**config.mk**
```make
export PLATFORM = sky130hd
export DESIGN_NAME = cr2b_queue
export DESIGN_NICKNAME = d
export VERILOG_FILES = /design/src/hw/rtl/cr2b_pkg.sv /design/src/hw/rtl/cr2b_queue.sv
export SDC_FILE = /design/constraint.sdc
export NUM_CORES = 1
export LEC_CHECK = 0
export BUFFER_PORTS_ARGS = -buffer_cell sky130_fd_sc_hd__buf_2
export CORE_MARGIN = 2
export CORE_UTILIZATION = 55
export CTS_CLUSTER_SIZE = 28
export DETAILED_ROUTE_END_ITERATION = 12
export GPL_ROUTABILITY_DRIVEN = 0
export MAX_ROUTING_LAYER = met4
export PLACE_DENSITY = 0.77
export SETUP_SLACK_MARGIN = 0.5
export SYNTH_ARGS = -nofsm -noshare
export SYNTH_HDL_FRONTEND = slang
export SYNTH_SLANG_ARGS = --single-unit
```
**constraint.sdc**
```tcl
create_clock -name clk -period 25.2 [get_ports clk]
set_input_delay 6.3 -clock clk [delete_from_list [all_inputs] [get_ports clk]]
set_output_delay 6.3 -clock clk [all_outputs]
set_load 0.02 [all_outputs]
```
**src/hw/rtl/cr2b_pkg.sv**
```systemverilog
package cr2b_pkg;

	// coordinate and arithmetic widths
	localparam int COORD_WIDTH = 32;
	localparam int SCALE_W     = 32;
	localparam int FRAC_BITS   = 16;
	localparam int DIFF_W      = COORD_WIDTH + 1;
	localparam int PROD_W      = DIFF_W + SCALE_W;
	localparam int TERM_W      = PROD_W - FRAC_BITS;
	localparam int TERM_S_W    = TERM_W + 1;
	localparam int SUM_W       = TERM_S_W + 1;
	localparam int CFG_W       = (COORD_WIDTH > SCALE_W) ? COORD_WIDTH : SCALE_W;
	localparam int CFG_IDX_W   = 3;
	localparam int NUM_AXES    = 3;
	localparam int NUM_LANES   = 2 * NUM_AXES;

	localparam logic [PROD_W-1:0]  ROUND_HALF  = PROD_W'(1) << (FRAC_BITS - 1);
	localparam logic [SCALE_W-1:0] SCALE_RESET = SCALE_W'(21845);

	// segment queue
	localparam int QUEUE_DEPTH = 4;
	localparam int QPTR_W      = $clog2(QUEUE_DEPTH);
	localparam int QCNT_W      = $clog2(QUEUE_DEPTH + 1);

	// axis order inside a point
	localparam int AXIS_X = 0;
	localparam int AXIS_Y = 1;
	localparam int AXIS_Z = 2;

	typedef logic signed [COORD_WIDTH-1:0] coord_t;
	typedef coord_t [NUM_AXES-1:0] point_t;

	typedef enum logic [CFG_IDX_W-1:0] {
		CFG_START_X,
		CFG_START_Y,
		CFG_START_Z,
		CFG_END_X,
		CFG_END_Y,
		CFG_END_Z,
		CFG_SCALE
	} cfg_reg_t;

	// one segment for the back end: p1 -> p2 with neighbours p0 and p3
	typedef struct packed {
		point_t p0;
		point_t p1;
		point_t p2;
		point_t p3;
		logic   final_seg;
		logic   err;
	} job_t;

	typedef struct packed {
		logic full;
		logic empty;
	} q_stat_t;

endpackage

```
**src/hw/rtl/cr2b_queue.sv**
```systemverilog
module cr2b_queue import cr2b_pkg::*; (
	input  logic    clk,
	input  logic    arst_n,
	input  logic    push,
	input  job_t    push_job,
	input  logic    pop,
	output job_t    head,
	output q_stat_t stat
);

	job_t              slot_q [QUEUE_DEPTH];
	logic [QPTR_W-1:0] wr_ptr_q;
	logic [QPTR_W-1:0] rd_ptr_q;
	logic [QCNT_W-1:0] count_q;
	logic              do_push;
	logic              do_pop;

	assign stat.full  = (count_q == QCNT_W'(QUEUE_DEPTH));
	assign stat.empty = (count_q == '0);
	assign do_push    = push && !stat.full;
	assign do_pop     = pop && !stat.empty;
	assign head       = slot_q[rd_ptr_q];

	// entry storage
	always_ff @(posedge clk) begin
		if (do_push) begin
			slot_q[wr_ptr_q] <= push_job;
		end
	end

	// pointers and fill level
	always_ff @(posedge clk or negedge arst_n) begin
		if (!arst_n) begin
			wr_ptr_q <= '0;
			rd_ptr_q <= '0;
			count_q  <= '0;
		end else begin
			if (do_push) begin
				wr_ptr_q <= QPTR_W'((QPTR_W + 1)'(wr_ptr_q) + 1'b1);
			end
			if (do_pop) begin
				rd_ptr_q <= QPTR_W'((QPTR_W + 1)'(rd_ptr_q) + 1'b1);
			end
			if (do_push && !do_pop) begin
				count_q <= count_q + 1'b1;
			end else if (do_pop && !do_push) begin
				count_q <= count_q - 1'b1;
			end
		end
	end

endmodule

```
==> insert_results.sql <==
INSERT INTO impl_metrics (metric_group, metric, value, unit) VALUES
('status', 'run_status', 'finished, final reports clean', ''),
('global_routing', 'grt_antenna_before_repair', '72', ''),
('clocking', 'tritoncts_clock_tree', 'done', ''),
('synthesis', 'netlist.area_leader.share', '82.6', '%'),
('clocking', 'clk-insertion-delay-late', '0.77', 'ns'),
('power', 'max-vdd-ir-drop', '112', 'uV'),
('placement', 'portBuffers', '777', ''),
('clocking', 'tritoncts_num_sinks', '1551', ''),
('timing', 'min_period', '11.59', 'ns'),
('synthesis', 'async_reset_ff_share', '0.451', '%'),
('routing', 'via_count', '26200', ''),
('clocking', 'tritoncts.num_buffers', '150', ''),
('die', 'design.die.area', '105000', 'um2'),
('synthesis', 'mappedNetlistArea', '56100', 'um2'),
('timing', 'fin_skew', '0.0354', 'ns'),
('final_layout', 'post_route_cells_drive_above_1_share', '46.4', '%'),
('placement', 'place_ws', '14.26', 'ns'),
('setup_path', 'crit_path_max_incr_delay', '1.05', 'ns'),
('timing', 'setup_tns', '0', 'ns'),
('job', 'max_cap_violations', '0', ''),
('setup_path', 'worst_setup_path_end_kind', 'output pin', ''),
('setup_path', 'timing.critical_path.fanout_max', '73', ''),
('timing', 'fin_crit_sh', '46.0', '%'),
('setup_path', 'timing.critical_path.from_type', 'flip-flop', ''),
('final_layout', 'final_nets', '3320', ''),
('clocking', 'cts_max_level', '4', ''),
('placement', 'placed_area', '61300', 'um2'),
('setup_path', 'critPathBufInv', '4', ''),
('power', 'power_density', '126', 'nW/um2'),
('worst_hold_path', 'hold_path_class', 'reg -> reg', ''),
('setup_path', 'data_required_time_at_the_worst_endpoint', '18.90', 'ns'),
('die', 'core', '101000', 'um2'),
('global_routing', 'largest_net_degree_at_the_start_of_global_routing', '156', ''),
('timing', 'worst_case_setup_margin_in_the_final_layout', '13.61', 'ns'),
('final_layout', 'syn_to_final_growth', '18.2', '%'),
('routing', 'detail_route.iter0.violations', '2462', ''),
('setup_path', 'critical_path.slowest_cell', 'dfrtp_4', ''),
('routing', 'drtAntennaViolNets', '0', ''),
('synthesis', 'synth_flop_cell', 'edfxtp_1', ''),
('routing', 'drcViolationCount', '0', ''),
('placement', 'detailedPlacementHpwl', '75700', 'um'),
('die', 'boundaryPins', '778', ''),
('timing', 'fmax', '86.3', 'MHz'),
('synthesis', 'synth_area_leaders', 'edfxtp_1 (83%), mux4_2 (15%), buf_6 (0.74%)', ''),
('setup_path', 'worstPathArrival', '5.29', 'ns'),
('clocking', 'cts_hold_buffers', '0', ''),
('final_layout', 'fin_area', '66300', 'um2'),
('synthesis', 'syn-num-nets', '2448', ''),
('global_routing', 'grt_pass1_vias', '27400', ''),
('synthesis', 'instance_count_of_the_mapped_netlist', '2052', ''),
('setup_path', 'crit_chain', 'buf_4 > buf_4 > buf_4 > mux4_2 > buf_2', ''),
('clocking', 'cts-root-buf', 'clkbuf_16', ''),
('synthesis', 'post-synth-top-count-cell', 'edfxtp_1', ''),
('timing', 'finalHoldViolations', '0', ''),
('setup_path', 'path_class', 'reg -> out', ''),
('die', 'die_height', '323', 'um'),
('die', 'die_width', '323', 'um'),
('clocking', 'clk_pin_slew_worst_paths', '0.06', 'ns'),
('synthesis', 'synth-edff-count', '1544', ''),
('global_routing', 'grt_first_pass_wirelength', '178000', 'um'),
('die', 'start_util', '55.3', '%'),
('synthesis', 'netlist-cell-type-count', '20', ''),
('routing', 'vias_per_cell', '5.82', ''),
('timing', 'max_slew_margin', '18.4', '%'),
('routing', 'avgRoutedWirePerCell', '28.0', 'um'),
('synthesis', 'seq_area_frac_synth', '82.9', '%'),
('synthesis', 'synthesis.yosys.warnings', '0', ''),
('clocking', 'cts_resized', '0', ''),
('synthesis', 'synth.largest_area_cell', 'edfxtp_1', ''),
('timing', 'final_report_max_slew_violation_count', '0', ''),
('synthesis', 'leading_post_synthesis_cells_by_instance_count', 'edfxtp_1 (1544), mux4_2 (386), buf_2 (42)', '');
[layer usage]
metal  GRT usage (%)  share of wire [%]
met3            7.95                9.3
met4            12.2                3.9
met5               -                  0
met1            28.0                 35
met2            38.8                 52
[through the flow]
stage / cells / power [W] / hold WS [ns]
after floorplan: 2052 / 0.00559 / 0.447
after global placement: 4140 / 0.00619 / 0.463
after detailed placement: 4140 / 0.00625 / 0.471
after CTS: 4419 / 0.00844 / 0.480
after global routing: 4483 / 0.00868 / 0.508
final: 4491 / 0.00837 / 0.485
[placed cells by master, fill, tap and decap left out]
| cell type | count |
|---|---|
| clkinvlp_4 | 7 |
| dfrtp_4 | 2 |
| buf_4 | 27 |
| and2_4 | 4 |
| nand2_1 | 1 |
| clkinv_4 | 1 |
| nor3b_1 | 1 |
| or3_1 | 1 |
| mux4_2 | 386 |
| clkbuf_16 | 153 |
| buf_2 | 777 |
| nor2_1 | 1 |
| clkinv_1 | 27 |
| diode_2 | 72 |
| dfrtp_1 | 5 |
| ha_1 | 5 |
| clkinv_16 | 2 |
| bufinv_16 | 9 |
| nand3_1 | 1 |
| edfxtp_1 | 1544 |
| clkinv_2 | 29 |
| inv_1 | 4 |
| fa_1 | 1 |
| clkbuf_1 | 38 |
| nor2b_1 | 1 |
| inv_16 | 2 |
| buf_12 | 3 |
| clkbuf_8 | 1 |
| clkinv_8 | 5 |
| mux2_2 | 2 |
| inv_6 | 5 |
| xnor2_1 | 4 |
| xor2_1 | 2 |
[flip-flops by register name, summed over array words and instances (netlist names)]
register	count
count_q	3
rd_ptr_q	2
wr_ptr_q	2
slot_q	1544
[cells by family (layout without fill, tap and decap cells)]
| kind of cell | after synthesis | in the layout | synth area share [%] |
|---|---|---|---|
| DFF | 1551 | 1551 | 82.9 |
| other | 0 | 72 | 0 |
| adders and majority gates | 6 | 6 | 0.147 |
| muxes | 388 | 388 | 15.5 |
| buffers and inverters | 91 | 1090 | 1.20 |
| and+or+nand+nor | 10 | 10 | 0.103 |
| xor gates and xnor gates | 6 | 6 | 0.0936 |
[report_power, final]
group          internal [W]  switching, W  total [W]
Clock               0.00122      0.000945    0.00217
Combinational      0.000985       0.00163    0.00262
Sequential          0.00342      0.000172    0.00359
[path summary, 6_finish.rpt]
check / from / end / slack, ns / cells after the start
worst max register to register: count_q[2] / slot_q[2][234] / 20.13 / 6
worst max-delay path: rd_ptr_q[1] / head[51] / 13.61 / 5
min in group asynchronous: arst_n / wr_ptr_q[1] / 5.39 / 1
max in group asynchronous: arst_n / rd_ptr_q[0] / 19.56 / 1
worst min-delay path: count_q[2] / count_q[2] / 0.48 / 1
worst min register to register: count_q[2] / count_q[2] / 0.48 / 1
[area by class of cell]
| class | count | area, um2 | share of cell area (%) |
|---|---|---|---|
| Antenna cell | 72 | 180 | 0.272 |
| Clock buffer | 192 | 3990 | 6.01 |
| Clock inverter | 87 | 803 | 1.21 |
| Inverter | 4 | 15.0 | 0.0226 |
| Multi-Input combinational cell | 410 | 8920 | 13.4 |
| Sequential cell | 1551 | 46500 | 70.2 |
| Tap cell | 1368 | 1710 | 2.58 |
| Timing Repair Buffer | 807 | 4150 | 6.26 |
(Power assumes the default switching activity.)
