File: config.mk
export PLATFORM = sky130hd
export DESIGN_NAME = cr2b_front
export DESIGN_NICKNAME = d
export VERILOG_FILES = /design/src/hw/rtl/cr2b_pkg.sv /design/src/hw/rtl/cr2b_front.sv
export SDC_FILE = /design/constraint.sdc
export NUM_CORES = 1
export LEC_CHECK = 0
export BUFFER_PORTS_ARGS = -buffer_cell sky130_fd_sc_hd__buf_2
export CORE_AREA = 4 4 267 269
export CTS_CLUSTER_SIZE = 10
export DETAILED_ROUTE_END_ITERATION = 16
export DIE_AREA = 0 0 271 273
export PLACE_DENSITY = 0.71
export SYNTH_ARGS = -nofsm -noshare
export SYNTH_HDL_FRONTEND = slang
export SYNTH_SLANG_ARGS = --single-unit
File: constraint.sdc
create_clock -name clk -period 20.2 [get_ports clk]
set_input_delay 2.02 -clock clk [delete_from_list [all_inputs] [get_ports clk]]
set_output_delay 2.02 -clock clk [all_outputs]
set_load 0.05 [all_outputs]
File: src/hw/rtl/cr2b_pkg.sv
package cr2b_pkg;

	// coordinate and arithmetic widths
	localparam int COORD_WIDTH = 32;
	localparam int SCALE_W     = 32;
	localparam int FRAC_BITS   = 16;
	localparam int DIFF_W      = COORD_WIDTH + 1;
	localparam int PROD_W      = DIFF_W + SCALE_W;
	localparam int TERM_W      = PROD_W - FRAC_BITS;
	localparam int TERM_S_W    = TERM_W + 1;
	localparam int SUM_W       = TERM_S_W + 1;
	localparam int CFG_W       = (COORD_WIDTH > SCALE_W) ? COORD_WIDTH : SCALE_W;
	localparam int CFG_IDX_W   = 3;
	localparam int NUM_AXES    = 3;
	localparam int NUM_LANES   = 2 * NUM_AXES;

	localparam logic [PROD_W-1:0]  ROUND_HALF  = PROD_W'(1) << (FRAC_BITS - 1);
	localparam logic [SCALE_W-1:0] SCALE_RESET = SCALE_W'(21845);

	// segment queue
	localparam int QUEUE_DEPTH = 4;
	localparam int QPTR_W      = $clog2(QUEUE_DEPTH);
	localparam int QCNT_W      = $clog2(QUEUE_DEPTH + 1);

	// axis order inside a point
	localparam int AXIS_X = 0;
	localparam int AXIS_Y = 1;
	localparam int AXIS_Z = 2;

	typedef logic signed [COORD_WIDTH-1:0] coord_t;
	typedef coord_t [NUM_AXES-1:0] point_t;

	typedef enum logic [CFG_IDX_W-1:0] {
		CFG_START_X,
		CFG_START_Y,
		CFG_START_Z,
		CFG_END_X,
		CFG_END_Y,
		CFG_END_Z,
		CFG_SCALE
	} cfg_reg_t;

	// one segment for the back end: p1 -> p2 with neighbours p0 and p3
	typedef struct packed {
		point_t p0;
		point_t p1;
		point_t p2;
		point_t p3;
		logic   final_seg;
		logic   err;
	} job_t;

	typedef struct packed {
		logic full;
		logic empty;
	} q_stat_t;

endpackage

File: src/hw/rtl/cr2b_front.sv
module cr2b_front import cr2b_pkg::*; (
	input  logic    clk,
	input  logic    arst_n,
	input  logic    in_valid,
	output logic    in_ready,
	input  point_t  in_point,
	input  logic    in_last,
	input  point_t  start_ctrl,
	input  point_t  end_ctrl,
	input  q_stat_t q_stat,
	output logic    push,
	output job_t    push_job
);

	point_t     win_q [3];
	logic [1:0] seen_q;
	job_t       hold_q;
	logic       hold_valid_q;

	logic accept;
	logic has_a;
	job_t job_a;
	job_t job_b;

	assign in_ready = !hold_valid_q && !q_stat.full;
	assign accept   = in_valid && in_ready;
	assign has_a    = seen_q[1];

	// pending segment and closing segment for the incoming point
	always_comb begin
		job_a.p0        = (seen_q == 2'd3) ? win_q[0] : start_ctrl;
		job_a.p1        = win_q[1];
		job_a.p2        = win_q[2];
		job_a.p3        = in_point;
		job_a.final_seg = 1'b0;
		job_a.err       = 1'b0;

		if (seen_q == 2'd0) begin
			job_b = '0;
			job_b.final_seg = 1'b1;
			job_b.err       = 1'b1;
		end else begin
			job_b.p0        = has_a ? win_q[1] : start_ctrl;
			job_b.p1        = win_q[2];
			job_b.p2        = in_point;
			job_b.p3        = end_ctrl;
			job_b.final_seg = 1'b1;
			job_b.err       = 1'b0;
		end
	end

	// queue write: held closing segment first, else the new request
	always_comb begin
		if (hold_valid_q) begin
			push     = !q_stat.full;
			push_job = hold_q;
		end else begin
			push     = accept && (has_a || in_last);
			push_job = has_a ? job_a : job_b;
		end
	end

	// closing segment held back when a request gives two
	always_ff @(posedge clk or negedge arst_n) begin
		if (!arst_n) begin
			hold_valid_q <= 1'b0;
		end else if (hold_valid_q) begin
			hold_valid_q <= q_stat.full;
		end else begin
			hold_valid_q <= accept && has_a && in_last;
		end
	end

	always_ff @(posedge clk) begin
		if (accept) begin
			hold_q <= job_b;
		end
	end

	// sliding window of anchors
	always_ff @(posedge clk) begin
		if (accept && !in_last) begin
			win_q[0] <= win_q[1];
			win_q[1] <= win_q[2];
			win_q[2] <= in_point;
		end
	end

	always_ff @(posedge clk or negedge arst_n) begin
		if (!arst_n) begin
			seen_q <= '0;
		end else if (accept) begin
			if (in_last) begin
				seen_q <= '0;
			end else if (seen_q != 2'd3) begin
				seen_q <= seen_q + 1'b1;
			end
		end
	end

endmodule

==> reports/summary.txt, run 1 <==
status: complete, no violations
vias in the first global route: 23.1k
Residual DRC: 0
Cell Count, Final, Fillers Out: 4,178
largest net degree at the start of global routing: 253
dominant cell type by area after synthesis: edfxtp_1
sequential fraction of the synthesis area: 62.6%
unrepaired setup endpoints after global routing: no
Routed WL: 91,900 um
per-cell routed wire length: 22.0 um
initial DRC count: 2,109
fin crit period: 7.80 ns
clk buf depth: 3
cts hold-fix bufs: 0
Avg Cell Area, Syn: 12.3 um^2
clock tree sinks: 676
VDD IR max: 0.105 mV
Syn Nets: 2,935
worst setup path class: flip-flop to output pin
first-pass GRT wire length: 138,000 um
total gr overflow: 0
DR vias/cell: 5.64
height of the die: 273 um
Buf+Inv Stages, Crit Path: 5
Setup WS pre-CTS: 13.09 ns
filler instances: 5,693
drt first pass iters: 5
total power draw: 5.47 mW
CP delay by family, top: buffers and inverters
cell row count: 96
FF/Latch Area: 0.0203 mm^2
# H-tree levels: 3
Worst-Margin Slew: 1.23 ns
antenna viol nets, final: 0
Worst Reg2Reg Path Length in Cells: 6
Post-CTS Resized: 0
initial antenna violation count: 21
total track usage: 23.6%
Buffers on Ports: 680
Critical Path AT: 5.78 ns
Worst setup EP type: output pin
Setup Fix Bufs, Post-CTS: 0
# setup viols final: 0
# nets final: 3,504
Cells after Synth: 2,639
total number of vias: 23.6k
clk_skew: 0.0302 ns
Tcrit/Tclk final: 38.6%
area of the multi-input gates: 0.0108 mm^2
Synth Register Bits: 676
PwrDens: 142 mW/mm^2
Synth Cell Area: 0.0324 mm^2
clock-pin slew on the worst setup and hold paths: 0.05 ns
Worst Path Required: 18.18 ns
CP Max Fanout: 80
die area: 0.0740 mm^2
yosys synthesis warning count: 0
critical path depth: 9
setup_tns: 0 ns
RD Place Congestion: 0.902
synth unique cells: 28
startpoint types: flip-flop
Core Footprint: 0.0686 mm^2
Ports: 682
CP most frequent cell: buf_4
largest stage delay on the critical path: 0.81 ns
HPWL Detailed: 59,200 um
Slew Limit Fails: 0
Hold Path Depth: 0
Synth top area share: 62.4%
synthesis-to-finish area growth: 19.0%
CP max stage cell: buf_4
CTS tree: built
crit-path cells: inv_8 -> ha_4 -> buf_4 -> buf_4 -> buf_4 -> nor2b_1 -> mux2i_1 -> o21ai_0 -> buf_2
Lkg Pwr: 15.3 nW
starting density of the core: 47.2%
Slew headroom: 18.2%
layout cells sized above 1: 27.8%
fin worst setup slack: 12.40 ns
Max Cap Violations: 0
Final Hold Fails: 0
Area contributors post-synth: edfxtp_1 62%, mux2i_1 8.9%, nor2b_1 5.6%
FMAX: 128 MHz
clock latency at the later pin of the worst-skew pair: 0.61 ns
worst hold slack: 0.468 ns
TritonCTS Buffers: 79
clk root buf: clkbuf_16
Die Wd: 271 um
worst hold path class: flip-flop to flip-flop
Post-Place Cells: 4,058
[through the flow]
step           utilization [%]  cell area [um^2]
2_1_floorplan                -             32400
3_3_place_gp              53.0             36300
3_5_place_dp              53.0             36300
4_1_cts                   56.1             38500
5_1_grt                   56.2             38500
6_report                  56.2             38500
[layer usage]
metal | vias to the layer above | global-route usage, % | part of all wire (%)
met4 | 6 | 11.3 | 4.4
met3 | 197 | 4.73 | 6.9
met2 | 978 | 38.5 | 49
li1 | 10830 | - | -
met1 | 11541 | 30.5 | 40
met5 | - | 0 | 0.038
[worst reg2reg max path, cell delays in order, from the launching register on]
cell and delay [ns]:
dfrtp_4 0.74, inv_8 0.68, ha_4 0.75, buf_4 0.77, buf_4 0.84, buf_4 0.65
nor2b_1 0.21
[power by group]
group	internal, mW	total, mW	switching [mW]
clock network	0.718	1.25	0.532
registers	1.70	1.74	0.0479
logic	0.577	2.48	1.90
[sequential cells by signal, summed over array words and instances, names as in the netlist]
name	cells
seen_q	2
hold_q	385
win_q	288
hold_valid_q	1
[layout by cell type (no fill, tap or decap), types with 2 or more instances in the layout]
cell,instances
clkbuf_16,81
edfxtp_1,673
a221oi_1,95
clkinv_8,2
buf_4,19
buf_2,680
clkbuf_1,10
inv_1,98
a21oi_1,96
clkinv_1,3
nand2_1,289
nor2b_1,289
diode_2,19
buf_12,4
nor2_1,97
mux2i_1,288
o21ai_0,290
ha_4,2
inv_16,3
nor2_4,2
dfrtp_4,2
mux2_2,96
a22oi_1,96
[worst paths after layout]
check / slack (ns) / startpoint / to
max in group asynchronous: 18.85 / arst_n / seen_q[1]
hold / removal: 0.47 / win_q[0][130] / win_q[0][34]
setup reg to reg: 15.27 / seen_q[1] / hold_q[39]
setup / recovery: 12.40 / seen_q[1] / push_job[42]
min in group asynchronous: 1.21 / arst_n / hold_valid_q
hold reg to reg: 0.47 / win_q[0][130] / win_q[0][34]
[cell usage after synthesis, drive strengths merged]
cell type / instances
a21oi: 96
or3b: 1
o21ai: 291
nor3: 1
nor2b: 289
buf: 86
clkinv: 1
a32o: 1
a22o: 1
dfrtp: 3
nor2: 99
inv: 99
a22oi: 96
a2bb2oi: 1
mux2i: 288
nand2: 289
a221oi: 95
a31oi: 1
clkbuf: 129
edfxtp: 673
ha: 2
mux2: 97
[final cells by class]
class / count / area share, %
sequential: 676 / 52.6
multi-input combinational: 1648 / 28.1
timing repair buffer: 703 / 9.41
clock buffer: 91 / 5.36
tap: 931 / 3.02
inverter: 100 / 1.04
clock inverter: 10 / 0.273
antenna: 19 / 0.123
[cells by family after synthesis]
family | Yosys count | synth area share (%)
DFF | 676 | 62.6
and+or+nand+nor | 679 | 10.1
adders and majority gates | 2 | 0.0772
buffers and inverters | 315 | 4.05
AOI/OAI and AO/OA | 582 | 10.9
muxes | 385 | 12.3
No activity file was read; power rests on OpenSTA's default activity.
==> inputs of run 2 (changes only) <==
--- a/config.mk
+++ b/config.mk
@@ -5,12 +5,13 @@
 export SDC_FILE = /design/constraint.sdc
 export NUM_CORES = 1
 export LEC_CHECK = 0
+export ABC_AREA = 1
 export BUFFER_PORTS_ARGS = -buffer_cell sky130_fd_sc_hd__buf_2
-export CORE_AREA = 4 4 267 269
+export CORE_AREA = 4 4 262 264
 export CTS_CLUSTER_SIZE = 10
 export DETAILED_ROUTE_END_ITERATION = 16
-export DIE_AREA = 0 0 271 273
-export PLACE_DENSITY = 0.71
+export DIE_AREA = 0 0 266 268
+export PLACE_DENSITY = 0.73
 export SYNTH_ARGS = -nofsm -noshare
 export SYNTH_HDL_FRONTEND = slang
 export SYNTH_SLANG_ARGS = --single-unit
==> constraint.sdc (replaced) <==
create_clock -name clk -period 7.35 [get_ports clk]
set_input_delay 0.735 -clock clk [delete_from_list [all_inputs] [get_ports clk]]
set_output_delay 0.735 -clock clk [all_outputs]
set_load 0.05 [all_outputs]
==> reports/summary.txt, run 2 <==
worst hold path class: input port to flip-flop
count leader, synth: nand2_1
fin worst setup slack: 2.20 ns (-10.20 ns)
synthesis-to-finish area growth: 18.9% (about the same)
startpoint types: flip-flop
clk root buf: clkbuf_16
clock latency at the later pin of the worst-skew pair: 0.61 ns (about the same)
status: complete, no violations
worst hold slack: 0.309 ns (-0.159 ns)
FMAX: 194 MHz
per-cell routed wire length: 20.6 um (-6.1%)
number of flip-flops under the largest register name: 385 (unchanged)
CP Max Fanout: 127 (+59%)
Synth top area share: 62.7% (+0.36 points)
commonest non-fill, non-tap cell in the layout: nand2_1
PwrDens: 399 mW/mm^2 (+180%)
initial antenna violation count: 28 (+33%)
largest net degree at the start of global routing: 203 (-20%)
Core Footprint: 0.0666 mm^2 (-2.9%)
Max Cap Violations: 0 (unchanged)
Slew headroom: 14.6% (-3.6 points)
clk buf depth: 3 (unchanged)
Avg Cell Area, Syn: 9.67 um^2 (-21%)
Worst Path Required: 6.61 ns (-11.57 ns)
total power draw: 15.3 mW (+180%)
CP delay by family, top: buffers and inverters
sequential fraction of the synthesis area: 63.0% (+0.36 points)
filler instances: 5,708 (+0.26%)
biggest regs: hold_q: 385 flops, win_q: 288 flops, seen_q: 2 flops
layout cells sized above 1: 20.6% (-7.2 points)
cell row count: 95 (-1.0%)
Critical Path Start: hold_valid_q
total number of vias: 26.4k (+12%)
first-pass GRT wire length: 149,000 um (+7.9%)
commonest non-fill, non-tap cells in the layout: 874 x nand2_1, 680 x buf_2, 673 x edfxtp_1
Worst Reg2Reg Path Length in Cells: 5 (-1)
antenna viol nets, final: 0 (unchanged)
yosys synthesis warning count: 0 (unchanged)
synth unique cells: 22 (-21%)
crit-path cells: inv_4 -> nand2_4 -> buf_12 -> o211ai_1 -> buf_2
drt first pass iters: 6 (+1)
Tcrit/Tclk final: 70.0%
# setup viols final: 0 (unchanged)
Cells after Synth: 3,331 (+26%)
Ports: 682 (unchanged)
setup_tns: 0 ns (unchanged)
Hold Startpoint: in_point[34]
starting density of the core: 48.4% (+1.2 points)
Routed WL: 99,600 um (+8.4%)
largest stage delay on the critical path: 0.68 ns (-0.13 ns)
dominant cell type by area after synthesis: edfxtp_1
Crit Reg-Reg Startpoint: hold_valid_q
Hold Path Depth: 1 (+1)
CTS tree: built
VDD IR max: 0.359 mV (+240%)
Worst setup EP type: output pin
critical path depth: 5 (-4)
die area: 0.0713 mm^2 (-3.6%)
Residual DRC: 0 (unchanged)
fin crit period: 5.15 ns
total gr overflow: 0 (unchanged)
Synth top cells by count: 876 x nand2_1, 673 x edfxtp_1, 484 x inv_1
Reg with most FFs: hold_q
Post-synth ARST share: 0.444% (unchanged)
clk_skew: 0.0206 ns (-0.00956 ns)
# H-tree levels: 3 (unchanged)
HPWL Detailed: 63,000 um (+6.5%)
Critical Path AT: 4.41 ns (-1.37 ns)
TritonCTS Buffers: 80 (+1.3%)
Synth Cell Area: 0.0322 mm^2 (-0.57%)
Buffers on Ports: 680 (unchanged)
height of the die: 268 um (-1.8%)
Slew Limit Fails: 0 (unchanged)
Area contributors post-synth: edfxtp_1 63%, nand2_1 10%, o211ai_1 6.7%
DR vias/cell: 5.46 (-3.1%)
Final Hold Fails: 0 (unchanged)
# nets final: 4,193 (+20%)
EDFF count, synth: 673 (unchanged)
clock-pin slew on the worst setup and hold paths: 0.05 ns (about the same)
unrepaired setup endpoints after global routing: no
Setup WS pre-CTS: 3.16 ns (-9.93 ns)
initial DRC count: 3,130 (+48%)
CP max stage cell: nand2_4
Buf+Inv Stages, Crit Path: 3 (-2)
RD Place Congestion: 0.882 (-2.2%)
Lkg Pwr: 16.1 nW (+5.4%)
clock tree sinks: 676 (unchanged)
Die Wd: 266 um (-1.8%)
Synth Register Bits: 676 (unchanged)
total track usage: 26.6% (+3.0 points)
vias in the first global route: 25.0k (+8.1%)
Synth Flop Type: edfxtp_1
Worst-Margin Slew: 1.28 ns (+0.0533 ns)
Syn Nets: 3,627 (+24%)
worst setup path class: flip-flop to output pin
[run 2: cell count changes after synthesis, sizes merged, moves of 97 or more]
cell and delta:
nand2 +587, inv +388, nor2 +291, nor2b -289
o211ai +289, mux2i -288, o21ai -288, mux2 -97
nand3 +97
[run 2: area by class of cell]
| cell class | count | area (um^2) | area share (%) |
|---|---|---|---|
| antenna | 25 | 62.6 | 0.163 |
| multi-input combinational | 1946 | 9080 | 23.7 |
| timing repair buffer | 706 | 3740 | 9.76 |
| sequential | 676 | 20300 | 53.0 |
| clock buffer | 98 | 2090 | 5.46 |
| clock inverter | 15 | 118 | 0.307 |
| tap | 873 | 1090 | 2.85 |
| inverter | 487 | 1840 | 4.80 |
[run 2: stage by stage]
step	std cells	util, %	instance area [um^2]
2_1_floorplan	3331	-	32200
3_3_place_gp	4687	54.1	36000
3_5_place_dp	4687	54.1	36000
4_1_cts	4801	57.5	38300
5_1_grt	4821	57.5	38300
6_report	4826	57.6	38300
[run 2: per-layer routing]
metal | GRT usage [%] | part of all wire [%]
met5 | 0 | 0.057
met4 | 11.9 | 4.5
met3 | 5.67 | 9.1
met2 | 41.4 | 47
met1 | 36.4 | 40
[run 2: cells by family (layout without fill, tap and decap cells)]
| family | after synthesis | in the layout | share of synthesized area [%] |
|---|---|---|---|
| other | 0 | 25 | 0 |
| AO/OA/AOI/OAI | 579 | 579 | 11.6 |
| flip-flops | 676 | 676 | 63.0 |
| adder cells (fa/ha/maj) | 2 | 2 | 0.0777 |
| buffers and inverters | 709 | 1306 | 8.99 |
| AND/OR/NAND/NOR | 1365 | 1365 | 16.4 |
[run 2: final timing paths]
check | to | slack [ns]
setup reg to reg | hold_q[148] | 3.45
min in group asynchronous | hold_valid_q | 0.47
hold / removal | win_q[0][226] | 0.31
max in group asynchronous | seen_q[1] | 6.74
setup / recovery | push_job[98] | 2.20
hold reg to reg | win_q[0][170] | 0.44
[run 2: what timing repair did]
| item | CTS | global route |
|---|---|---|
| buffers inserted | 0 | 0 |
| resized for setup | 0 | 0 |
| hold buffers | 1 | 0 |
| endpoints found under the hold margin | 3 | 0 |
[run 2: power breakdown]
part | switching [mW] | total (mW) | internal, mW
Combinational | 5.64 | 7.01 | 1.37
Clock | 1.50 | 3.49 | 1.99
Sequential | 0.103 | 4.79 | 4.68
Total | 7.24 | 15.3 | 8.05
